## src/design/plr_pkg.sv

```systemverilog
// plr_pkg: shared types, constants and sample conversion for the PCM
// linear resampler. No dependencies; used by the interfaces and the core.
package plr_pkg;

  localparam int FRAC_BITS  = 16;
  localparam int STEP_W     = 21;
  localparam int SAMPLE_W   = 16;
  localparam int RAW_W      = 24;
  localparam int CFG_IDX_W  = 2;
  localparam int CFG_DATA_W = 21;
  localparam int FMT_W      = 2;

  typedef logic signed [SAMPLE_W-1:0] sample_t;
  typedef logic [RAW_W-1:0]           raw_t;
  typedef logic [FMT_W-1:0]           fmt_t;

  // configuration register indexes
  localparam logic [CFG_IDX_W-1:0] CFG_STEP_RATIO    = 2'd0;
  localparam logic [CFG_IDX_W-1:0] CFG_MONO_MODE     = 2'd1;
  localparam logic [CFG_IDX_W-1:0] CFG_SAMPLE_FORMAT = 2'd2;

  // sample formats
  localparam fmt_t FMT_U8   = 2'd0;
  localparam fmt_t FMT_S16  = 2'd1;
  localparam fmt_t FMT_S24  = 2'd2;
  localparam fmt_t FMT_NONE = 2'd3;

  localparam logic [STEP_W-1:0] STEP_RESET   = 21'd65536;
  localparam fmt_t              FORMAT_RESET = FMT_S16;

  // raw little-endian bytes to signed 16-bit
  function automatic sample_t convert(raw_t raw, fmt_t fmt);
    sample_t s;
    unique case (fmt)
      FMT_U8:   s = {~raw[7], raw[6:0], 8'h00};
      FMT_S16:  s = raw[15:0];
      FMT_S24:  s = raw[23:8];
      default:  s = '0;
    endcase
    return s;
  endfunction

endpackage

```

## src/design/plr_in_if.sv

```systemverilog
// plr_in_if: input frame channel (valid/ready plus raw frame fields).
// Depends on plr_pkg for field types.
interface plr_in_if;
  logic          valid;
  logic          ready;
  plr_pkg::raw_t raw_left;
  plr_pkg::raw_t raw_right;
  logic          final_frame;

  modport source(output valid, raw_left, raw_right, final_frame, input ready);
  modport sink(input valid, raw_left, raw_right, final_frame, output ready);
endinterface

```

## src/design/plr_out_if.sv

```systemverilog
// plr_out_if: result channel (valid/ready plus stereo int16 pair).
// Depends on plr_pkg for field types.
interface plr_out_if;
  logic             valid;
  logic             ready;
  plr_pkg::sample_t out_left;
  plr_pkg::sample_t out_right;
  logic             run_end;

  modport source(output valid, out_left, out_right, run_end, input ready);
  modport sink(input valid, out_left, out_right, run_end, output ready);
endinterface

```

## src/design/pcm_linear_resampler_core.sv

```systemverilog
// pcm_linear_resampler_core: linear-interpolation sample rate converter.
// Depends on plr_pkg, plr_in_if and plr_out_if.
//
// Usage:
//  - in_ch carries one raw PCM frame per transaction (left/right bytes,
//    final_frame). Each frame is converted to int16 per sample_format.
//  - out_ch carries stereo int16 pairs; run_end flags the last pair caused
//    by a frame. A frame may cause zero to 64 pairs.
//  - cfg_we/cfg_index/cfg_data write step_ratio, mono_mode, sample_format;
//    write only while idle. Out-of-range indexes are ignored.
// Timing:
//  - One frame at a time; in_ch.ready is high only while idle.
//  - Interpolated pairs use one shared multiplier, which runs the left then
//    the right product. Tail pairs after a final frame repeat the last
//    sample. Ready stays low while a frame's pairs are made (not for a
//    stored first frame), and on a final frame also while the tail runs.
//  - A frame's first pair passes S_LOOP, S_MULR and S_EMIT into out_ch.
// Backpressure: a one-deep output register holds a pair until taken; the
//  sequencer waits while it is full and out_ch.ready is low.
// Reset (rst_n, synchronous): config returns to step 1.0, stereo, 16-bit;
//  held sample, phase and output valid clear. After a final frame the
//  held sample and phase clear as well, config is kept.
module pcm_linear_resampler_core #(
  parameter int FRAC_BITS = plr_pkg::FRAC_BITS
) (
  input  logic                            clk,
  input  logic                            rst_n,
  plr_in_if.sink                          in_ch,
  plr_out_if.source                       out_ch,
  input  logic                            cfg_we,
  input  logic [plr_pkg::CFG_IDX_W-1:0]   cfg_index,
  input  logic [plr_pkg::CFG_DATA_W-1:0]  cfg_data
);

  localparam int STEP_W = plr_pkg::STEP_W;
  localparam int SMP_W  = plr_pkg::SAMPLE_W;
  // phase stays below one frame plus one step
  localparam int PH_W   = ((FRAC_BITS > STEP_W) ? FRAC_BITS : STEP_W) + 1;
  localparam int DIFF_W = SMP_W + 1;
  localparam int NUM_W  = FRAC_BITS + DIFF_W + 1;

  localparam logic [PH_W-1:0]   ONE_POS  = PH_W'(1) << FRAC_BITS;
  localparam logic [STEP_W-1:0] MIN_STEP = STEP_W'(1) << (FRAC_BITS - 5);

  // sequencer states
  localparam logic [2:0] S_IDLE  = 3'd0;
  localparam logic [2:0] S_LOOP  = 3'd1;  // phase check / frame wrap-up
  localparam logic [2:0] S_MULR  = 3'd2;  // left done, right product
  localparam logic [2:0] S_EMIT  = 3'd3;  // load pair into output reg
  localparam logic [2:0] S_TAIL  = 3'd4;  // repeat last sample

  logic [2:0]               state_r, state_nxt;
  logic [STEP_W-1:0]        step_r, step_nxt;
  logic                     mono_r, mono_nxt;
  plr_pkg::fmt_t            fmt_r, fmt_nxt;

  plr_pkg::sample_t         prev_left_r, prev_left_nxt;
  plr_pkg::sample_t         prev_right_r, prev_right_nxt;
  plr_pkg::sample_t         cur_left_r, cur_left_nxt;
  plr_pkg::sample_t         cur_right_r, cur_right_nxt;
  logic                     fin_r, fin_nxt;
  logic                     have_prev_r, have_prev_nxt;
  logic [PH_W-1:0]          phase_r, phase_nxt;
  logic signed [NUM_W-1:0]  mul_r, mul_nxt;
  plr_pkg::sample_t         left_res_r, left_res_nxt;

  logic                     out_valid_r, out_valid_nxt;
  plr_pkg::sample_t         out_left_r, out_left_nxt;
  plr_pkg::sample_t         out_right_r, out_right_nxt;
  logic                     out_end_r, out_end_nxt;

  plr_pkg::sample_t         conv_left, conv_right;
  logic [STEP_W-1:0]        step_eff;
  logic [PH_W-1:0]          next_phase, next_wrapped;
  logic                     np_ge_one, np_ge_two;
  logic                     out_free;

  // shared multiplier
  logic [FRAC_BITS-1:0]     mul_frac;
  logic signed [DIFF_W-1:0] mul_diff;
  logic signed [DIFF_W-1:0] diff_left, diff_right;
  logic signed [NUM_W-1:0]  mul_prod;
  logic                     mul_en;

  // shared lerp finisher: s0 + prod / 2^FRAC, truncated toward zero
  plr_pkg::sample_t         fin_s0;
  logic signed [NUM_W-1:0]  fin_num, fin_q;
  plr_pkg::sample_t         lerp_q;

  assign conv_left  = plr_pkg::convert(in_ch.raw_left, fmt_r);
  assign conv_right = mono_r ? conv_left : plr_pkg::convert(in_ch.raw_right, fmt_r);

  assign step_eff     = (step_r < MIN_STEP) ? MIN_STEP : step_r;
  assign next_phase   = phase_r + PH_W'(step_eff);
  assign np_ge_one    = (next_phase >= ONE_POS);
  assign next_wrapped = next_phase - ONE_POS;
  assign np_ge_two    = np_ge_one && (next_wrapped >= ONE_POS);

  assign diff_left  = DIFF_W'(cur_left_r) - DIFF_W'(prev_left_r);
  assign diff_right = DIFF_W'(cur_right_r) - DIFF_W'(prev_right_r);
  assign mul_prod   = NUM_W'($signed({1'b0, mul_frac})) * NUM_W'(mul_diff);
  assign mul_nxt    = mul_en ? mul_prod : mul_r;

  assign fin_s0  = (state_r == S_MULR) ? prev_left_r : prev_right_r;
  assign fin_num = (NUM_W'(fin_s0) <<< FRAC_BITS) + mul_r;
  always_comb begin
    fin_q = fin_num >>> FRAC_BITS;
    if (fin_num[NUM_W-1] && (|fin_num[FRAC_BITS-1:0])) begin
      fin_q = fin_q + NUM_W'(1);
    end
    lerp_q = fin_q[SMP_W-1:0];
  end

  assign out_free = !out_valid_r || out_ch.ready;

  assign in_ch.ready      = (state_r == S_IDLE);
  assign out_ch.valid     = out_valid_r;
  assign out_ch.out_left  = out_left_r;
  assign out_ch.out_right = out_right_r;
  assign out_ch.run_end   = out_end_r;

  always_comb begin
    state_nxt      = state_r;
    step_nxt       = step_r;
    mono_nxt       = mono_r;
    fmt_nxt        = fmt_r;
    prev_left_nxt  = prev_left_r;
    prev_right_nxt = prev_right_r;
    cur_left_nxt   = cur_left_r;
    cur_right_nxt  = cur_right_r;
    fin_nxt        = fin_r;
    have_prev_nxt  = have_prev_r;
    phase_nxt      = phase_r;
    left_res_nxt   = left_res_r;
    out_valid_nxt  = out_valid_r && !out_ch.ready;
    out_left_nxt   = out_left_r;
    out_right_nxt  = out_right_r;
    out_end_nxt    = out_end_r;
    mul_en         = 1'b0;
    mul_frac       = phase_r[FRAC_BITS-1:0];
    mul_diff       = diff_left;

    if (cfg_we) begin
      unique case (cfg_index)
        plr_pkg::CFG_STEP_RATIO:    step_nxt = cfg_data[STEP_W-1:0];
        plr_pkg::CFG_MONO_MODE:     mono_nxt = cfg_data[0];
        plr_pkg::CFG_SAMPLE_FORMAT: fmt_nxt  = cfg_data[plr_pkg::FMT_W-1:0];
        default: ;
      endcase
    end

    unique case (state_r)
      S_IDLE: begin
        if (in_ch.valid) begin
          cur_left_nxt  = conv_left;
          cur_right_nxt = conv_right;
          fin_nxt       = in_ch.final_frame;
          if (have_prev_r) begin
            state_nxt = S_LOOP;
          end else begin
            // first frame is only stored
            prev_left_nxt  = conv_left;
            prev_right_nxt = conv_right;
            have_prev_nxt  = 1'b1;
            state_nxt      = in_ch.final_frame ? S_TAIL : S_IDLE;
          end
        end
      end
      S_LOOP: begin
        if (phase_r < ONE_POS) begin
          mul_en    = 1'b1;
          state_nxt = S_MULR;
        end else begin
          phase_nxt      = phase_r - ONE_POS;
          prev_left_nxt  = cur_left_r;
          prev_right_nxt = cur_right_r;
          have_prev_nxt  = 1'b1;
          state_nxt      = fin_r ? S_TAIL : S_IDLE;
        end
      end
      S_MULR: begin
        left_res_nxt = lerp_q;
        mul_en       = 1'b1;
        mul_diff     = diff_right;
        state_nxt    = S_EMIT;
      end
      S_EMIT: begin
        if (out_free) begin
          out_valid_nxt = 1'b1;
          out_left_nxt  = left_res_r;
          out_right_nxt = lerp_q;
          // last pair unless the tail will still emit
          out_end_nxt   = np_ge_one && (!fin_r || np_ge_two);
          phase_nxt     = next_phase;
          if (!np_ge_one) begin
            // start next left product right away
            mul_en    = 1'b1;
            mul_frac  = next_phase[FRAC_BITS-1:0];
            state_nxt = S_MULR;
          end else begin
            state_nxt = S_LOOP;
          end
        end
      end
      S_TAIL: begin
        if (phase_r < ONE_POS) begin
          if (out_free) begin
            out_valid_nxt = 1'b1;
            out_left_nxt  = cur_left_r;
            out_right_nxt = cur_right_r;
            out_end_nxt   = np_ge_one;
            phase_nxt     = next_phase;
          end
        end else begin
          prev_left_nxt  = '0;
          prev_right_nxt = '0;
          phase_nxt      = '0;
          have_prev_nxt  = 1'b0;
          state_nxt      = S_IDLE;
        end
      end
      default: state_nxt = S_IDLE;
    endcase
  end

  always_ff @(posedge clk) begin
    if (!rst_n) begin
      state_r      <= S_IDLE;
      step_r       <= plr_pkg::STEP_RESET;
      mono_r       <= 1'b0;
      fmt_r        <= plr_pkg::FORMAT_RESET;
      prev_left_r  <= '0;
      prev_right_r <= '0;
      have_prev_r  <= 1'b0;
      phase_r      <= '0;
      out_valid_r  <= 1'b0;
    end else begin
      state_r      <= state_nxt;
      step_r       <= step_nxt;
      mono_r       <= mono_nxt;
      fmt_r        <= fmt_nxt;
      prev_left_r  <= prev_left_nxt;
      prev_right_r <= prev_right_nxt;
      have_prev_r  <= have_prev_nxt;
      phase_r      <= phase_nxt;
      out_valid_r  <= out_valid_nxt;
    end
  end

  // payload registers
  always_ff @(posedge clk) begin
    cur_left_r  <= cur_left_nxt;
    cur_right_r <= cur_right_nxt;
    fin_r       <= fin_nxt;
    mul_r       <= mul_nxt;
    left_res_r  <= left_res_nxt;
    out_left_r  <= out_left_nxt;
    out_right_r <= out_right_nxt;
    out_end_r   <= out_end_nxt;
  end

endmodule
```

## src/flat_wrapper.sv

```systemverilog
// flat-port wrapper written by rule: the top's interface ports become plain ports
module pcm_linear_resampler_core_flat 
#(
  parameter int FRAC_BITS = plr_pkg::FRAC_BITS
)
  (clk, rst_n, cfg_we, cfg_index, cfg_data, in_ch_valid, in_ch_raw_left, in_ch_raw_right, in_ch_final_frame, in_ch_ready, out_ch_valid, out_ch_out_left, out_ch_out_right, out_ch_run_end, out_ch_ready);
  plr_in_if in_ch_i ();
  plr_out_if out_ch_i ();
  input  logic clk;
  input  logic rst_n;
  input  logic cfg_we;
  input  logic [plr_pkg::CFG_IDX_W-1:0] cfg_index;
  input  logic [plr_pkg::CFG_DATA_W-1:0] cfg_data;
  input wire logic [$bits(in_ch_i.valid)-1:0] in_ch_valid;
  input wire logic [$bits(in_ch_i.raw_left)-1:0] in_ch_raw_left;
  input wire logic [$bits(in_ch_i.raw_right)-1:0] in_ch_raw_right;
  input wire logic [$bits(in_ch_i.final_frame)-1:0] in_ch_final_frame;
  output wire logic [$bits(in_ch_i.ready)-1:0] in_ch_ready;
  output wire logic [$bits(out_ch_i.valid)-1:0] out_ch_valid;
  output wire logic [$bits(out_ch_i.out_left)-1:0] out_ch_out_left;
  output wire logic [$bits(out_ch_i.out_right)-1:0] out_ch_out_right;
  output wire logic [$bits(out_ch_i.run_end)-1:0] out_ch_run_end;
  input wire logic [$bits(out_ch_i.ready)-1:0] out_ch_ready;
  assign in_ch_i.valid = in_ch_valid;
  assign in_ch_i.raw_left = in_ch_raw_left;
  assign in_ch_i.raw_right = in_ch_raw_right;
  assign in_ch_i.final_frame = in_ch_final_frame;
  assign in_ch_ready = in_ch_i.ready;
  assign out_ch_valid = out_ch_i.valid;
  assign out_ch_out_left = out_ch_i.out_left;
  assign out_ch_out_right = out_ch_i.out_right;
  assign out_ch_run_end = out_ch_i.run_end;
  assign out_ch_i.ready = out_ch_ready;
  pcm_linear_resampler_core #(.FRAC_BITS(FRAC_BITS)) u_core (.clk(clk), .rst_n(rst_n), .in_ch(in_ch_i), .out_ch(out_ch_i), .cfg_we(cfg_we), .cfg_index(cfg_index), .cfg_data(cfg_data));
endmodule
```

## config.mk

```make
export PLATFORM = sky130hd
export DESIGN_NAME = pcm_linear_resampler_core_flat
export DESIGN_NICKNAME = d
export VERILOG_FILES = /design/src/design/plr_pkg.sv /design/src/design/plr_in_if.sv /design/src/design/plr_out_if.sv /design/src/design/pcm_linear_resampler_core.sv /design/src/flat_wrapper.sv
export SDC_FILE = /design/constraint.sdc
export NUM_CORES = 1
export LEC_CHECK = 0
export ABC_AREA = 1
export BUFFER_PORTS_ARGS = -buffer_cell sky130_fd_sc_hd__buf_2
export CAP_MARGIN = 20
export CORE_MARGIN = 2
export CORE_UTILIZATION = 64
export DETAILED_ROUTE_END_ITERATION = 6
export PLACE_DENSITY = 0.89
export SYNTH_ARGS = -nofsm -noshare
export SYNTH_HDL_FRONTEND = slang
export SYNTH_SLANG_ARGS = --single-unit
```

## constraint.sdc

```tcl
create_clock -name clk -period 9.85 [get_ports clk]
set_input_delay 0.985 -clock clk [delete_from_list [all_inputs] [get_ports clk]]
set_output_delay 0.985 -clock clk [all_outputs]
set_load 0.05 [all_outputs]
```

## Yosys cells after proc, flatten, opt, wreduce, memory -nomap -nowiden

Cells that the tools add are included.

- Flip-flop bits (word level): 199
- Input bits: 77
- Output and inout bits: 35
- Word-level logic and storage cells: 126

- Add/subtract/negate cells: 7
- Multipliers: 1
- Order comparisons: 4
- Equality and inequality tests: 15
- Muxes and demuxes: 55
- Bitwise gates (word level): 2
- Reduce and logical (&&, ||, !) cells: 25

Operators with widths:

| cell | count |
|---|---|
| two-way mux 16 bit | 19 |
| one-hot mux 16 bit (3 select lines) | 4 |
| two-way mux 22 bit | 3 |
| one-hot mux 22 bit (3 select lines) | 1 |
| one-hot mux 16 bit (2 select lines) | 2 |
| greater-or-equal comparator 22 x 17 -> 1 bit (second input constant) | 2 |
| subtractor 22 x 17 -> 22 bit (second input constant) | 2 |
| adder 32 x 34 -> 34 bit | 1 |
| multiplier 17 x 17 -> 34 bit | 1 |
| subtractor 16 x 16 -> 17 bit | 2 |
| adder 22 x 21 -> 22 bit | 1 |
| < comparator 22 x 17 -> 1 bit (second input constant) | 1 |
| < comparator 21 x 12 -> 1 bit (second input constant) | 1 |
| two-way mux 21 bit | 1 |
| two-way mux 3 bit | 7 |
| two-way mux 17 bit | 1 |
| adder 16 x 2 -> 16 bit (second input constant) | 1 |
| OR reduction 16 bit | 1 |
| one-hot mux 3 bit (5 select lines) | 1 |
| two-way mux 1 bit | 11 |
| AND reduction 2 bit | 5 |
| != test 2 bit (second input constant) | 4 |
| AND reduction 4 bit | 2 |
| == test 3 x 2 -> 1 bit (second input constant) | 2 |
| 18 further kinds | 33 |

## Longest topological paths before layout

Gate-level depths: netlist (run 1).

- Word-level depth: 10
- Mapped depth: 49
- Depth with buffers taken out: 46

## Worst setup path before layout (run 1)

OpenSTA, ideal clock, no wires.

- Kind: register to register
- Start point: register u_core.step_r[11]
- End point: register u_core.mul_r[30], data pin
- Library setup time: 0.252 ns
- Arrival: 7.912 ns
- Data required time: 9.598 ns
- Setup slack: 1.685 ns
- Stages on the path, launching flop included: 44
- Buffers on the path: 3
- Period minus slack after synthesis: 8.165 ns
- Cells stage by stage: dfxtp_1 nor4_1 nand3_1 nor3_1 clkbuf_1 nor2_1 fa_1 nand3_1 nand3_2 nand2_1 nand2_2 nand2_1 nand3b_1 nand2_1 nand3_1 nor2_4 nand3_4 buf_6 [8 not listed] fa_1 inv_1 fa_1 fa_1 inv_1 fa_1 inv_1 ha_1 nand2_1 nor2_1 nor3b_1 a21oi_1 o21bai_1 nand2_1 o21ai_0 nand2_1 nand3_1 nand2_1

- Cells in the longest elaborated chain, start to end: 8

Ends and longest elaborated chain:

| element | line | RTL |
|---|---|---|
| start, declared | pcm_linear_resampler_core.sv:53 | `logic [STEP_W-1:0] step_r, step_nxt;` |
| start signal, assigned | pcm_linear_resampler_core.sv:229 | `step_r <= plr_pkg::STEP_RESET;` |
| start signal, assigned | pcm_linear_resampler_core.sv:239 | `step_r <= step_nxt;` |
| < comparator 21 x 12 -> 1 bit | pcm_linear_resampler_core.sv:93 | `assign step_eff = (step_r < MIN_STEP) ? MIN_STEP : step_r;` |
| two-way mux 21 bit (*) | pcm_linear_resampler_core.sv:93 |  |
| adder 22 x 21 -> 22 bit (*) | pcm_linear_resampler_core.sv:94 | `assign next_phase = phase_r + PH_W'(step_eff);` |
| greater-or-equal comparator 22 x 17 -> 1 bit | pcm_linear_resampler_core.sv:95 | `assign np_ge_one = (next_phase >= ONE_POS);` |
| two-way mux 16 bit (*) | pcm_linear_resampler_core.sv:195 | `if (!np_ge_one) begin` |
| two-way mux 16 bit (*) | pcm_linear_resampler_core.sv:188 | `if (out_free) begin` |
| two-way mux 16 bit (*) | pcm_linear_resampler_core.sv:152 | `unique case (state_r)` |
| multiplier 17 x 17 -> 34 bit (*) | pcm_linear_resampler_core.sv:101 | `assign mul_prod = NUM_W'($signed({1'b0, mul_frac})) * NUM_W'(mul_diff);` |
| via u_core.mul_prod[30] | pcm_linear_resampler_core.sv:82 | `logic signed [NUM_W-1:0] mul_prod;` |
| end signal, assigned | pcm_linear_resampler_core.sv:255 | `mul_r <= mul_nxt;` |
| end, declared | pcm_linear_resampler_core.sv:64 | `logic signed [NUM_W-1:0] mul_r, mul_nxt;` |

The timed path passes the listed nets; every way through them passes the cells marked *.
A chain may end at the register's enable or synchronous reset.

## Worst setup path in the final report (run 1)

- Start point: register u_core.step_r[11]
- End point: register u_core.mul_r[32], data pin

Same word-level chain as after synthesis.

==> impl_metrics.csv, run 1 <==
group,metric,value,unit
logic_synthesis,synth-seq-cells,199,
worst_setup_path,critical_path_class,"reg2reg",
worst_setup_path,cpMostUsedCell,"fa_1",
worst_setup_path,crit_fanout,12,
placement,preCtsSetupSlack,0.518,ns
power,power_density,304,nW/um2
routing,routedWlPerCell,18.1,um
logic_synthesis,ys_warn_count,0,
timing,clock.fmax,107,MHz
run,drv_cap,0,
power,p_comb_share,70.8,%
timing,hold_violations,0,
worst_setup_path,path_buf_inv,8,
timing,setup_viol,0,
worst_setup_path,start_kind,"flop",
logic_synthesis,synth_area_per_cell,7.58,um2
logic_synthesis,yosysSeqAreaShare,22.9,%
power,p_switching,4.08,mW
logic_synthesis,yosysUniqueCellTypes,54,
logic_synthesis,synth_top_area_cell,"fa_1",
routing,postRouteAntennaNets,0,
worst_setup_path,cp_slowest_cell,"fa_1",
power,power,7.31,mW
final_layout,drive_gt1_share,8.11,%
timing,period_share,94.6,%
timing,hold_ws,0.464,ns
timing,min_period,9.32,ns
clock_tree,clock-sinks,199,
power,p_int,3.23,mW
global_route,grt_pass1_vias,20200,
clock_tree,path_clk_slew,0.08,ns
placement,dp_cells,3460,
floorplanning,die_w,191,um
clock_tree,clk_latency,0.47,ns
clock_tree,tritoncts,"yes",
status,status,"finished, violations left",
clock_tree,clockBufferDepth,2,
floorplanning,num_rows,68,
worst_setup_path,critPathTopFamily,"adder cells",
min_path,hp-class,"reg2reg",
placement,dp.final_hpwl,50900,um
logic_synthesis,ys.flop_type,"edfxtp_1",
clock_tree,clock-root-buffer,"clkbuf_16",
power,p_sw_share,55.8,%
timing,slew_headroom,31.6,%
timing,worst_slew_pin_slew,1.03,ns
routing,vias,20400,
final_layout,finalNonFillerCells,3501,
logic_synthesis,synth_edf_count,116,
routing,post-route-drc-count,1,
routing,viasPerCell,5.83,
final_layout,layout.nets,3523,
placement,gp_congestion,1.03,
power,peakVddDrop,0.000211,V
timing,clock_skew,0.00855,ns
logic_synthesis,async_flop_share,0,%
status,violations,"DRC",
floorplanning,dieArea,36600,um2
logic_synthesis,syn_inst,2960,
clock_tree,htreeDepth,4,
final_layout,syn2layout_area_growth,7.11,%
logic_synthesis,syn_area,22400,um2
placement,numPortBuffers,111,
power,leakage,12.3,nW
routing,drt-pass1-iter-count,7,
global_route,gr-total-overflow,0,
power,seqPwrFrac,19.5,%
global_route,grt_use_total,35.5,%
floorplanning,core_area,34500,um2
worst_setup_path,required,10.05,ns
timing,layout_setup_ws,0.530,ns
final_layout,antenna_cells,0,
worst_setup_path,arrival,9.52,ns
power,clkPwrFrac,9.7,%
clock_tree,cts_made_buffers,17,
logic_synthesis,syn_nets,3450,
floorplanning,initial_core_util,64.9,%
routing,detail_route.iter0.violations,1892,
worst_setup_path,endpoint_kind,"flop",
global_route,antenna_found_initial,0,
routing,wirelength,63400,um
worst_setup_path,slowest_delay,0.62,ns
floorplanning,die_y,191,um
timing,slew_violations,0,
logic_synthesis,synth.area.top_cells,"fa_1, edfxtp_1, ha_1",
logic_synthesis,synth_top_area_share,19.0,%
clock_tree,cts_hold_buf,0,
global_route,grt_max_degree,66,
floorplanning,pin_count,112,
global_route,grt_pass1_wl,101000,um
## routing by layer
layer | vias up | wire (um) | GRT usage, %
met4 | 0 | 3570 | 19.5
met2 | 1124 | 29900 | 58.5
li1 | 9492 | - | -
met5 | - | 0 | 0
met1 | 9566 | 24300 | 43.9
met3 | 238 | 5630 | 6.88
## area by class of cell
class / instances / area (um2)
Sequential cell: 199 / 5140
Fill cell: 2720 / 10500
Inverter: 604 / 2270
Multi-Input combinational cell: 2071 / 14700
Tap cell: 455 / 569
Clock inverter: 15 / 160
Timing Repair Buffer: 140 / 783
Clock buffer: 17 / 425
## worst min-delay path: cells and delay by family, from the launching register on
kind / cells / cell delay [ns]
flops: 1 / 0.30
buf+inv: 1 / 0.06
compound gates: 1 / 0.06
## registers in the layout, indices dropped and copies added, names as in the netlist
register and flops:
u_core.mono_r 1, u_core.prev_right_r 16, u_core.mul_r 34, u_core.state_r 3, u_core.have_prev_r 1, u_core.out_ch.run_end 1, u_core.out_ch.out_right 16, u_core.step_r 21
u_core.fin_r 1, u_core.cur_left_r 16, u_core.phase_r 22, u_core.out_ch.valid 1, u_core.cur_right_r 16, u_core.out_ch.out_left 16, u_core.left_res_r 16, u_core.prev_left_r 16
u_core.fmt_r 2
## worst paths after layout
check	slack (ns)	depth (start not counted)	from	end
setup / recovery	0.53	41	u_core.step_r[11]$_SDFFE_PN0P_	u_core.mul_r[32]$_DFFE_PP_
hold / removal	0.46	2	u_core.step_r[5]$_SDFFE_PN0P_	u_core.step_r[5]$_SDFFE_PN0P_
setup reg to reg	0.53	41	u_core.step_r[11]$_SDFFE_PN0P_	u_core.mul_r[32]$_DFFE_PP_
hold reg to reg	0.46	2	u_core.step_r[5]$_SDFFE_PN0P_	u_core.step_r[5]$_SDFFE_PN0P_
## stage by stage
step	TNS, ns	instance area, um2	util (%)
6_report	0	24000	69.6
5_1_grt	-0.0319	24000	69.6
4_1_cts	0	23900	69.3
3_5_place_dp	0	23300	67.6
3_3_place_gp	0	23300	67.6
2_1_floorplan	0	22400	-
## power by group through the flow
stage	Sequential, mW	Combinational, mW	Clock, mW
after floorplan	1.51	3.44	0
final	1.43	5.18	0.707
after CTS	1.42	5.03	0.710
after global routing	1.44	5.70	0.742
after global placement	1.43	4.80	0
after detailed placement	1.44	4.98	0
## synth_stat cells (3+ instances only)
cell type and count:
dfxtp_1 83, xor2_1 40, a22oi_1 16, or2_2 12, o21ai_0 140, a31oi_1 28, a21o_1 4, nand3_2 4
o221ai_1 13, a221oi_1 5, nand4_1 31, o21bai_1 6, ha_1 200, clkinv_1 7, nand2_2 14, o22ai_1 12
a211oi_1 5, buf_6 3, xnor2_1 25, nor2_1 300, o31ai_1 3, inv_1 579, o21ai_1 8, inv_2 16
o211ai_1 19, edfxtp_1 116, clkbuf_1 70, nor3_1 17, buf_2 6, nor2_2 13, nand2_1 659, buf_4 6
fa_1 213, o21a_1 13, nor4_1 6, nand3_1 87, a21oi_1 153, nand3b_1 4
## repair_timing
item / 4_1_cts / 5_1_grt
setup buffers: 0 / 5
resized for setup: 0 / 3
endpoints found under the setup margin: 0 / 9
## cell usage in the layout (no fill, tap or decap), types with 19 or more instances in the layout
| cell | Yosys | layout |
|---|---|---|
| a21oi_1 | 153 | 152 |
| a31oi_1 | 28 | 28 |
| buf_2 | 6 | 112 |
| buf_4 | 6 | 27 |
| dfxtp_1 | 83 | 83 |
| edfxtp_1 | 116 | 116 |
| fa_1 | 213 | 213 |
| ha_1 | 200 | 200 |
| inv_1 | 579 | 579 |
| nand2_1 | 659 | 659 |
| nand3_1 | 87 | 87 |
| nand4_1 | 31 | 31 |
| nor2_1 | 300 | 296 |
| o211ai_1 | 19 | 19 |
| o21ai_0 | 140 | 139 |
| xnor2_1 | 25 | 25 |
| xor2_1 | 40 | 40 |
## cell families after synthesis
logic type | Yosys count | synth area share (%)
muxes | 1 | 0.0446
xor gates and xnor gates | 65 | 2.54
buffers and inverters | 691 | 11.8
AOI/OAI and AO/OA | 433 | 11.1
adders and majority gates | 413 | 30.2
and+or+nand+nor | 1158 | 21.4
DFF | 199 | 22.9
Power figures use the tool's default switching activity.
==> run 2, diff against run 1 <==
- CORE_ASPECT_RATIO: default -> 1.75
==> run 2 against run 1 <==
Net effect:
- register-to-register slack improved by 0.13 ns
- core utilization increased by 0.38 points
- count of clock-buffer cells in the layout unchanged
- clock skew increased by 0.011 ns
- design area increased by 0.29%
- cell count increased by 0.23%
- the run now ends clean
- global-route usage increased by 3.9 points
- hold slack got worse by 0.0037 ns
- die area increased by 0.16%
- sequential cell count unchanged
==> impl_metrics.csv, run 2 (synthesized netlist as in run 1, its figures left out) <==
group,metric,value,unit
status,status,"finished clean",
timing,layout_setup_ws,0.659,ns
min_path,hold_path_depth,2,
routing,routedLengthMet1,22700,um
timing,slew_headroom,9.85,%
routing,viasPerCell,5.81,
floorplanning,initial_core_util,65.1,%
worst_setup_path,critical_path_class,"reg2reg",
worst_setup_path,reg2regPathDepth,40,
timing,hold_violations,0,
worst_setup_path,cp_slowest_cell,"fa_1",
final_layout,top_regs,"u_core.mul_r (34), u_core.phase_r (22), u_core.step_r (21)",
power,clkPwrFrac,9.9,%
clock_tree,clock-sinks,199,
power,p_comb_share,71.1,%
power,p_switching,4.25,mW
power,power_density,310,nW/um2
placement,placed_cell_area,23400,um2
min_path,hp-class,"reg2reg",
power,p_sw_share,56.9,%
routing,top_layer,"met4",
floorplanning,pin_count,112,
final_layout,largest_reg_flops,34,
run,drv_cap,0,
clock_tree,clock-root-buffer,"clkbuf_16",
final_layout,mostFrequentLayoutCells,"nand2_1, inv_1, nor2_1, fa_1, ha_1",
worst_setup_path,endpoint_kind,"flop",
worst_setup_path,cpMostUsedCell,"fa_1",
timing,min_period,9.19,ns
routing,postRouteAntennaNets,0,
final_layout,largest_register,"u_core.mul_r",
floorplanning,core_area,34500,um2
routing,met2_wirelength,35400,um
worst_setup_path,required,10.06,ns
final_layout,fillers,2840,
routing,met3_length,4240,um
floorplanning,die_w,146,um
global_route,grt_pass1_vias,21200,
worst_setup_path,start_kind,"flop",
min_path,hp-start,"u_core.step_r[6]$_SDFFE_PN0P_",
worst_setup_path,crit_fanout,12,
placement,dp.final_hpwl,57200,um
routing,wirelength,70700,um
worst_setup_path,arrival,9.40,ns
floorplanning,num_rows,90,
routing,routedWlPerCell,20.2,um
routing,vias,20400,
global_route,gr-total-overflow,0,
timing,clock_skew,0.0194,ns
global_route,grt_pass1_wl,110000,um
floorplanning,die_y,252,um
power,leakage,12.3,nW
placement,numPortBuffers,111,
global_route,antenna_found_initial,2,
clock_tree,tritoncts,"yes",
floorplanning,dieArea,36600,um2
final_layout,drive_gt1_share,8.30,%
power,peakVddDrop,0.000190,V
clock_tree,htreeDepth,4,
placement,preCtsSetupSlack,0.523,ns
final_layout,layout.nets,3524,
clock_tree,clk_latency,0.47,ns
worst_setup_path,startpoint,"u_core.step_r[12]$_SDFFE_PN0P_",
routing,post-route-drc-count,0,
clock_tree,cts_made_buffers,17,
routing,drt-pass1-iter-count,7,
clock_tree,path_clk_slew,0.08,ns
global_route,grt_use_total,39.4,%
timing,slew_violations,0,
power,seqPwrFrac,19.0,%
placement,gp_congestion,1.01,
final_layout,final_cell_area,24100,um2
worst_setup_path,r2r_start,"u_core.step_r[12]$_SDFFE_PN0P_",
clock_tree,cts_hold_buf,0,
routing,detail_route.iter0.violations,1520,
power,p_int,3.22,mW
global_route,grt_max_degree,66,
final_layout,layout_commonest_cell,"nand2_1",
timing,clock.fmax,109,MHz
worst_setup_path,slowest_delay,0.59,ns
timing,setup_viol,0,
timing,period_share,93.3,%
final_layout,syn2layout_area_growth,7.42,%
timing,worst_slew_pin_slew,1.34,ns
clock_tree,clockBufferDepth,2,
run 2: cell types whose count changed in the layout (fill, tap and decap cells not counted), moves of 3 or more:
cell and change:
inv_12 +4, inv_8 -3, clkinv_1 -3, clkinv_8 +3
run 2: layout make-up:
class | count | area, um2 | area share [%]
Multi-Input combinational cell | 2071 | 14700 | 60.9
Sequential cell | 199 | 5140 | 21.4
Inverter | 604 | 2270 | 9.43
Timing Repair Buffer | 141 | 793 | 3.29
Tap cell | 460 | 576 | 2.39
Clock buffer | 17 | 425 | 1.77
Clock inverter | 15 | 201 | 0.836
Antenna cell | 2 | 5.00 | 0.0208
run 2: worst max-delay path: cells and delay by family, from the launching register on:
kind / cells / cell delay (ns)
buffers and inverters: 7 / 0.99
DFF: 1 / 0.35
xor gates and xnor gates: 1 / 0.18
and+or+nand+nor: 18 / 2.16
AOI/OAI and AO/OA: 5 / 1.01
adders and majority gates: 9 / 4.22
run 2: power by group through the flow:
stage / Sequential [mW] / Clock [mW] / Combinational [mW]
finish: 1.42 / 0.737 / 5.31
global route: 1.43 / 0.776 / 5.84
CTS: 1.41 / 0.741 / 5.18
detailed placement: 1.42 / 0 / 5.11
global placement: 1.42 / 0 / 5.00
floorplan: 1.51 / 0 / 3.44
run 2: timing repair:
action,CTS,global route
endpoints found under the setup margin,0,10
endpoints found under the hold margin,0,0
gates resized for setup,0,3
buffers inserted,0,4
run 2: through the flow:
stage	util, %	cells	setup TNS (ns)	hold WS, ns	power (mW)
2_1_floorplan	-	2960	0	0.430	4.95
5_1_grt	69.9	3509	-0.101	0.499	8.05
4_1_cts	69.6	3498	0	0.463	7.32
3_3_place_gp	67.8	3466	0	0.451	6.41
3_5_place_dp	67.8	3466	0	0.450	6.54
6_report	69.9	3509	0	0.460	7.47
run 2: layer usage:
layer | vias up | global-route usage (%)
met5 | - | 0
met2 | 1009 | 70.2
met3 | 357 | 6.08
met1 | 9551 | 38.5
li1 | 9483 | -
met4 | 0 | 37.8
run 2: final timing paths:
check	slack, ns	endpoint
setup / recovery	0.66	u_core.mul_r[32]$_DFFE_PP_
hold / removal	0.46	u_core.step_r[6]$_SDFFE_PN0P_
setup reg to reg	0.66	u_core.mul_r[32]$_DFFE_PP_
hold reg to reg	0.46	u_core.step_r[6]$_SDFFE_PN0P_
